--- src/hdl/sfs_pkg.sv ---
// Shared types, codes and default sizes for the sprite frame sequencer.
package sfs_pkg;

  // Default sizes handed to the top level parameters
  localparam int MAX_FRAMES_DEF = 256;
  localparam int TICK_RATE_DEF  = 60;
  localparam int TICK_W_DEF     = $clog2(TICK_RATE_DEF + 1);
  localparam int RATE_W         = 7;
  localparam int CFG_DATA_W     = 16;

  // Input item actions
  typedef enum logic [1:0] {
    ACT_TICK  = 2'd0,
    ACT_PLAY  = 2'd1,
    ACT_PAUSE = 2'd2,
    ACT_SET   = 2'd3
  } action_t;

  // Play modes (code 3 behaves as loop)
  localparam logic [1:0] MODE_LOOP     = 2'd0;
  localparam logic [1:0] MODE_PINGPONG = 2'd1;
  localparam logic [1:0] MODE_STOP     = 2'd2;

  // Configuration register indexes
  localparam logic [1:0] REG_PLAY_MODE    = 2'd0;
  localparam logic [1:0] REG_FIRST_SPRITE = 2'd1;
  localparam logic [1:0] REG_LAST_SPRITE  = 2'd2;
  localparam logic [1:0] REG_FRAME_RATE   = 2'd3;

  localparam logic signed [RATE_W-1:0] RATE_RESET = 7'sd10;

endpackage

--- src/hdl/sprite_frame_sequencer.sv ---
// Sprite frame sequencer top level: frame stepping, modes and item handshake.
//
// Input channel (in_valid / in_stall): one item per display event, action
// tick, play, pause or set frame, with frame_value used by set frame.
// Output channel (out_valid / out_stall): exactly one result item per input
// item, carrying sprite_index, frame_now, is_playing and finished for the
// state after that item.
// Configuration channel (cfg_valid / cfg_ready): register index and data;
// ready only while the sequencer sits idle with no input item offered.
// Each accepted item runs the divider for TICK_RATE/|frame_rate| in TW
// steps, where TW = $clog2(TICK_RATE + 1); the divider then passes on its
// done flag, the state is updated and the output register is loaded. The
// next item is taken once the result sits in the output register, which
// may still wait for the receiver, so the block takes no new item before
// it is through with the last one.
// While out_stall is high the result holds, and a finished item waits for
// the output register before the block turns ready again.
// Reset (rst, synchronous) clears the pipeline, pauses playback at frame 0
// and loads mode loop, sprites 0..0 and a rate of 10.
module sprite_frame_sequencer import sfs_pkg::*; #(
  parameter int MAX_FRAMES = MAX_FRAMES_DEF,
  parameter int TICK_RATE  = TICK_RATE_DEF
) (
  input  logic                  clk,
  input  logic                  rst,
  // input items
  input  logic                  in_valid,
  output logic                  in_stall,
  input  logic [1:0]            action,
  input  logic signed [15:0]    frame_value,
  // result items
  output logic                  out_valid,
  input  logic                  out_stall,
  output logic [15:0]           sprite_index,
  output logic [7:0]            frame_now,
  output logic                  is_playing,
  output logic                  finished,
  // configuration writes
  input  logic                  cfg_valid,
  output logic                  cfg_ready,
  input  logic [1:0]            cfg_index,
  input  logic [CFG_DATA_W-1:0] cfg_data
);

  localparam int FW = $clog2(MAX_FRAMES);
  localparam int TW = $clog2(TICK_RATE + 1);
  localparam logic [16:0] TOP_MAX = 17'(MAX_FRAMES - 1);
  localparam logic [TW-1:0] TR = TW'(TICK_RATE);
  localparam logic signed [8:0] RLIM_P = 9'(TICK_RATE);
  localparam logic signed [8:0] RLIM_N = 9'(-TICK_RATE);

  typedef enum logic [3:0] {
    S_IDLE  = 4'b0001,
    S_DIV   = 4'b0010,
    S_APPLY = 4'b0100,
    S_EMIT  = 4'b1000
  } state_t;

  state_t st;

  // configuration registers
  logic [1:0]               play_mode;
  logic [15:0]              first_sprite;
  logic [15:0]              last_sprite;
  logic signed [RATE_W-1:0] frame_rate;

  // playback state
  logic          running;
  logic [FW-1:0] current_frame;
  logic [TW-1:0] tick_countdown;
  logic          reversed_flag;
  logic          done_flag;

  // latched item
  action_t       act;
  logic [15:0]   fval;

  logic          div_start;
  logic          div_done;
  logic [TW-1:0] reload;
  logic [RATE_W-1:0] rate_abs;

  // Highest frame index for a sprite range, clamped to 0..MAX_FRAMES-1
  function automatic logic [FW-1:0] calc_top(input logic [15:0] f, input logic [15:0] l);
    logic [16:0] d;
    d = {1'b0, l} - {1'b0, f};
    if (d[16]) return '0;
    else if (d >= TOP_MAX) return FW'(TOP_MAX);
    else return FW'(d);
  endfunction

  // Frame arithmetic on the current state
  logic [FW-1:0] top;
  logic          rate_neg;
  logic          rate_zero;
  logic          at_end;
  logic          looping;
  logic signed [8:0] rate_wr;
  logic [FW-1:0] top_first_wr;
  logic [FW-1:0] top_last_wr;

  always_comb begin
    top       = calc_top(first_sprite, last_sprite);
    rate_neg  = frame_rate[RATE_W-1];
    rate_zero = (frame_rate == '0);
    at_end    = (reversed_flag ^ rate_neg) ? (current_frame == '0) : (current_frame == top);
    looping   = (play_mode != MODE_PINGPONG) && (play_mode != MODE_STOP);
    rate_abs  = rate_neg ? RATE_W'(-frame_rate) : RATE_W'(frame_rate);
    rate_wr   = 9'(signed'(cfg_data[RATE_W-1:0]));
    top_first_wr = calc_top(cfg_data, last_sprite);
    top_last_wr  = calc_top(first_sprite, cfg_data);
  end

  // Next playback state for the latched item
  logic          running_next;
  logic [FW-1:0] frame_next;
  logic [TW-1:0] countdown_next;
  logic          reversed_next;
  logic          done_next;
  logic          back_next;

  always_comb begin
    running_next   = running;
    frame_next     = current_frame;
    countdown_next = tick_countdown;
    reversed_next  = reversed_flag;
    done_next      = 1'b0;
    back_next      = reversed_flag ^ rate_neg;
    unique case (act)
      ACT_TICK: begin
        if (running && !rate_zero) begin
          if (tick_countdown > TW'(1)) begin
            countdown_next = tick_countdown - TW'(1);
          end else if (at_end && play_mode == MODE_STOP) begin
            running_next   = 1'b0;
            countdown_next = '0;
            done_next      = 1'b1;
          end else begin
            if (at_end && play_mode == MODE_PINGPONG) reversed_next = ~reversed_flag;
            back_next = reversed_next ^ rate_neg;
            if (top != '0) begin
              if (!back_next) begin
                if (current_frame >= top) frame_next = looping ? '0 : top;
                else frame_next = current_frame + FW'(1);
              end else begin
                if (current_frame == '0) frame_next = looping ? top : '0;
                else frame_next = current_frame - FW'(1);
              end
            end
            countdown_next = reload;
          end
        end
      end
      ACT_PLAY: begin
        if (!running) begin
          running_next = 1'b1;
          if (rate_zero) begin
            countdown_next = '0;
          end else begin
            countdown_next = reload;
            if (play_mode == MODE_STOP && at_end) begin
              frame_next = (current_frame == '0) ? top : '0;
            end
          end
        end
      end
      ACT_PAUSE: begin
        running_next = 1'b0;
      end
      ACT_SET: begin
        if (fval[15]) frame_next = '0;
        else if (fval > 16'(top)) frame_next = top;
        else frame_next = FW'(fval);
      end
      default: begin
        running_next = running;
      end
    endcase
  end

  // Shared divider for the countdown reload
  assign div_start = in_valid && !in_stall;

  sfs_div #(
    .NW (TW),
    .DW (RATE_W)
  ) u_div (
    .clk      (clk),
    .rst      (rst),
    .start    (div_start),
    .dividend (TR),
    .divisor  (rate_abs),
    .done     (div_done),
    .quotient (reload)
  );

  assign in_stall  = (st != S_IDLE);
  assign cfg_ready = (st == S_IDLE) && !in_valid;

  logic out_free;
  assign out_free = !out_valid || !out_stall;

  // Sequencer, state and configuration registers
  always_ff @(posedge clk) begin
    if (rst) begin
      st             <= S_IDLE;
      play_mode      <= MODE_LOOP;
      first_sprite   <= '0;
      last_sprite    <= '0;
      frame_rate     <= RATE_RESET;
      running        <= 1'b0;
      current_frame  <= '0;
      tick_countdown <= '0;
      reversed_flag  <= 1'b0;
      done_flag      <= 1'b0;
      out_valid      <= 1'b0;
    end else begin
      if (st == S_EMIT && out_free) out_valid <= 1'b1;
      else if (!out_stall) out_valid <= 1'b0;
      unique case (st)
        S_IDLE: begin
          if (in_valid) st <= S_DIV;
          if (cfg_valid && cfg_ready) begin
            unique case (cfg_index)
              REG_PLAY_MODE: begin
                play_mode <= cfg_data[1:0];
                if (cfg_data[1:0] != MODE_PINGPONG) reversed_flag <= 1'b0;
              end
              REG_FIRST_SPRITE: begin
                first_sprite <= cfg_data;
                if (current_frame > top_first_wr) current_frame <= top_first_wr;
              end
              REG_LAST_SPRITE: begin
                last_sprite <= cfg_data;
                if (current_frame > top_last_wr) current_frame <= top_last_wr;
              end
              REG_FRAME_RATE: begin
                if (rate_wr > RLIM_P) frame_rate <= RATE_W'(RLIM_P);
                else if (rate_wr < RLIM_N) frame_rate <= RATE_W'(RLIM_N);
                else frame_rate <= cfg_data[RATE_W-1:0];
              end
              default: begin
                play_mode <= play_mode;
              end
            endcase
          end
        end
        S_DIV: begin
          if (div_done) st <= S_APPLY;
        end
        S_APPLY: begin
          running        <= running_next;
          current_frame  <= frame_next;
          tick_countdown <= countdown_next;
          reversed_flag  <= reversed_next;
          done_flag      <= done_next;
          st             <= S_EMIT;
        end
        S_EMIT: begin
          if (out_free) begin
            st <= S_IDLE;
          end
        end
        default: begin
          st <= S_IDLE;
        end
      endcase
    end
  end

  // Item latch and result payload
  always_ff @(posedge clk) begin
    if (div_start) begin
      act  <= action_t'(action);
      fval <= frame_value[15:0];
    end
    if (st == S_EMIT && out_free) begin
      sprite_index <= first_sprite + 16'(current_frame);
      frame_now    <= 8'(current_frame);
      is_playing   <= running;
      finished     <= done_flag;
    end
  end

endmodule

--- src/hdl/sfs_div.sv ---
// Restoring serial divider, one quotient bit per cycle.
module sfs_div import sfs_pkg::*; #(
  parameter int NW = TICK_W_DEF,
  parameter int DW = RATE_W
) (
  input  logic          clk,
  input  logic          rst,
  input  logic          start,
  input  logic [NW-1:0] dividend,
  input  logic [DW-1:0] divisor,
  output logic          done,
  output logic [NW-1:0] quotient
);

  localparam int CNT_W = $clog2(NW + 1);

  logic          busy;
  logic [CNT_W-1:0] cnt;
  logic [DW-1:0] rem;
  logic [DW-1:0] dvs;
  logic [NW-1:0] quo;

  logic [DW:0]   trial;
  logic          fits;
  logic [DW:0]   diff;

  // One trial subtraction per cycle
  always_comb begin
    trial = {rem, quo[NW-1]};
    diff  = trial - {1'b0, dvs};
    fits  = trial >= {1'b0, dvs};
  end

  always_ff @(posedge clk) begin
    if (rst) begin
      busy <= 1'b0;
      done <= 1'b0;
      cnt  <= '0;
    end else begin
      done <= 1'b0;
      if (start) begin
        busy <= 1'b1;
        cnt  <= '0;
      end else if (busy) begin
        cnt <= cnt + CNT_W'(1);
        if (cnt == CNT_W'(NW - 1)) begin
          busy <= 1'b0;
          done <= 1'b1;
        end
      end
    end
  end

  // Datapath: remainder and dividend/quotient shift register
  always_ff @(posedge clk) begin
    if (start) begin
      rem <= '0;
      dvs <= divisor;
      quo <= dividend;
    end else if (busy) begin
      rem <= fits ? diff[DW-1:0] : trial[DW-1:0];
      quo <= NW'({quo, fits});
    end
  end

  assign quotient = quo;

endmodule
--- config.mk ---
export PLATFORM = sky130hd
export DESIGN_NAME = sprite_frame_sequencer
export DESIGN_NICKNAME = d
export VERILOG_FILES = /design/src/hdl/sfs_pkg.sv /design/src/hdl/sprite_frame_sequencer.sv /design/src/hdl/sfs_div.sv
export SDC_FILE = /design/constraint.sdc
export NUM_CORES = 1
export LEC_CHECK = 0
export ABC_AREA = 1
export BUFFER_PORTS_ARGS = -buffer_cell sky130_fd_sc_hd__buf_2
export CORE_UTILIZATION = 39
export CTS_CLUSTER_SIZE = 28
export DETAILED_ROUTE_END_ITERATION = 10
export GPL_TIMING_DRIVEN = 0
export PLACE_DENSITY = 0.63
export SLEW_MARGIN = 20
export SYNTH_ARGS = -nofsm -noshare
export SYNTH_HDL_FRONTEND = slang
export SYNTH_SLANG_ARGS = --single-unit
--- constraint.sdc ---
create_clock -name clk -period 4.05 [get_ports clk]
set_clock_uncertainty 0.05 [all_clocks]
set_input_delay 0.2025 -clock clk [delete_from_list [all_inputs] [get_ports clk]]
set_output_delay 0.2025 -clock clk [all_outputs]
set_load 0.1 [all_outputs]
==> impl_metrics.toml <==
[run_status]
status = "complete, but fails checks"
violations = "setup timing"

[yosys]
synth_cell_types = 43
synthCells = 1669
ys_ff_latch = 132
ys_seq_area_share_pct = 28.57
synth_edf_count = 51
syn-num-nets = 1820
syn_area_sq_mm = 0.01104
ys_warn_count = 0
async_flop_share_pct = 0
syn_area_per_cell_sq_um = 6.613
dominantRegCellSynth = "dfxtp_1"

[worst_hold_path]
min_path_cells = 3
holdCritStartpoint = "out_stall"
hp-class = "primary input to register"

[timing]
max_freq_mhz = 235.5
final.min_clock_period_ns = 4.246
finalSetupViolCount = 9
slew_headroom_pct = 40.78
worst_pin_slew_ns = 0.8814
fin_ws_ns = -0.1962
hold_slack_ns = 0.008642
rsz0062_at_grt = "true"
hold_viol_final = 0
period_share_pct = 104.8
report.final.slew_viol_count = 0

[setup_path]
path_max_fanout = 7
rr_worst_depth = 30
cp.depth = 30
crit_top_cell = "nor2_1"
end_kind = "register"
crit_required_ns = 4.31
r2r_start = "last_sprite[0]"
crit_start = "last_sprite[0]"
worstSetupPathType = "register to register"
critPathSlowestCell = "fa_2"
critPathLaunchType = "register"
crit_buf_inv = 3
crit_arrival_ns = 4.50
max_stage_delay_ns = 0.42
crit_family = "simple AND/OR/NAND/NOR gates"

[grt]
grt_pass1_vias = 10470
grt_max_degree = 28
antenna_found_initial = 0
grt_first_pass_wirelength_um = 54160
grt_overflow = 0
track_usage_pct = 23.99

[power_and_ir_drop]
p_leak_nw = 6.622
powerDensity_mw_per_mm2 = 479.6
ir_drop_uv = 302.3

[die]
die_area_sq_mm = 0.02898
start_util_pct = 39.73
rows = 61
boundaryPins = 70
coreArea_sq_mm = 0.02778
dieWidth_um = 170.2
die_h_um = 170.2

[route]
postRouteAntennaNets = 0
routed_via_density = 5.127
first_pass_iters = 6
totalWireLength_um = 34720
drt_iter0_drc = 838
vias = 11350
drc = 0
post_drt_wl_per_cell_um = 15.69

[placed_design]
io_buffers = 68
dp_hpwl_um = 26230
place_ws_ns = -1.086
placed_cell_area_sq_mm = 0.01191
dp.cells = 2117
place.gp.congestion = 0.9410

[finish]
drive_gt1_share_pct = 18.47
instances_no_fill = 2213
multi_input_area_sq_mm = 0.007566
area_growth_pct = 26.60
fin_nets = 1973
antenna_cells = 0
final_area_sq_mm = 0.01397
fillers = 2771
regArea_sq_mm = 0.003168
post-route-util_pct = 50.29

[job]
cap_violations = 0

[cts]
root_buffer = "clkbuf_16"
cts.sinks = 132
cts_buffers = 17
htreeDepth = 4
clockBufferDepth = 2
clk_pin_slew_ns = 0.07
tritoncts = "done"
clkLatencyLatePin_ns = 0.44
[cell usage after synthesis (all sizes together), types with 5 or more instances]
| cell type | count | area (sq um) |
|---|---|---|
| nor3 | 28 | 145.1 |
| a21oi | 144 | 724.5 |
| ha | 105 | 1314 |
| inv | 283 | 1062 |
| xor2 | 32 | 280.3 |
| a31oi | 8 | 50.05 |
| or2 | 7 | 43.79 |
| xnor2 | 7 | 61.31 |
| and2 | 6 | 37.53 |
| o21ai | 96 | 480.5 |
| clkbuf | 29 | 108.9 |
| o21bai | 7 | 52.55 |
| nand4 | 37 | 231.5 |
| nand3 | 138 | 703.2 |
| nand2 | 423 | 1618 |
| dfxtp | 81 | 1622 |
| fa | 5 | 100.1 |
| edfxtp | 51 | 1531 |
| o211ai | 13 | 97.59 |
| nand3b | 13 | 97.59 |
| nor2 | 134 | 530.5 |
[where the power goes]
| group | total [mW] | switching [mW] | internal, mW |
|---|---|---|---|
| clock | 1.56 | 0.737 | 0.826 |
| combinational | 3.36 | 2.13 | 1.23 |
| sequential | 1.78 | 0.161 | 1.62 |
| total | 6.70 | 3.03 | 3.67 |
[worst register-to-register path, delay by kind of cell, from the launching register on]
family,cells,cell delay [ns]
AND/OR/NAND/NOR,22,2.40
flip-flops,1,0.34
AO/OA/AOI/OAI,2,0.30
buffers and inverters,3,0.16
adder cells (fa/ha/maj),3,0.89
[cells by family after synthesis]
group / Yosys count / share of synthesized area, %
simple gates: 789 / 31.04
buf+inv: 318 / 10.84
compound gates: 281 / 13.65
flops: 132 / 28.57
fa+ha+maj: 110 / 12.81
xor+xnor: 39 / 3.095
[layer usage]
layer / track usage (%) / vias up / part of all wire, %
li1: - / 5791 / -
met1: 30.17 / 5215 / 45
met2: 42.36 / 293 / 49
met3: 3.163 / 48 / 4.3
met4: 7.286 / 0 / 2.2
met5: 0 / - / 0
[through the flow]
stage | power [mW] | TNS [ns]
2_1_floorplan | 3.746 | 0
3_3_place_gp | 4.395 | -11.24
3_5_place_dp | 4.465 | -11.72
4_1_cts | 6.445 | -1.312
5_1_grt | 7.143 | -3.735
6_report | 6.701 | -1.421
[final timing paths]
| path | endpoint | slack [ns] |
|---|---|---|
| max | current_frame[7] | -0.20 |
| min | out_valid | 0.009 |
| max reg2reg | current_frame[7] | -0.20 |
| min reg2reg | u_div.cnt[2] | 0.42 |
[sequential cells by signal, indices dropped and copies added, names as in the netlist, 3 cells and up]
register	count
st	4
sprite_index	16
frame_now	8
u_div.dvs	7
u_div.rem	7
frame_rate	7
last_sprite	16
u_div.cnt	3
tick_countdown	6
u_div.quotient	6
first_sprite	16
fval	16
current_frame	8
[layout make-up]
type | instances | share of cell area (%)
plain buffers | 32 | 0.9940
clock inverters | 15 | 1.128
flip-flops and latches | 132 | 22.67
well taps | 378 | 3.385
repair buffers | 134 | 6.859
clock buffers | 17 | 3.045
multi-input cells | 1219 | 54.15
inverters | 286 | 7.764
[cell usage in the layout, fill, tap and decap left out, drive strengths merged, types with 2 or more instances in the layout]
cell type and count:
dfxtp 81, a31oi 8, and2 6, nand2 423, clkinv 6, edfxtp 51, nand3 138, inv 293
a211oi 3, ha 105, o21bai 7, nor2 134, fa 5, a21oi 144, clkbuf 46, nand4 37
a21o 2, clkinvlp 2, dlygate4sd3 18, o2111ai 2, nand3b 13, or2 7, xor2 32, o21ai 96
o21a 2, nor4 3, xnor2 7, nor3 28, o211ai 13, buf 119
[what timing repair did]
action                     4_1_cts  5_1_grt
buffers inserted                34       12
hold endpoints to repair        18        0
hold buffers                    18        0
gates resized for setup        131       86
pin swaps                       51       53
setup endpoints to repair       17       17
Power figures use the tool's default switching activity.
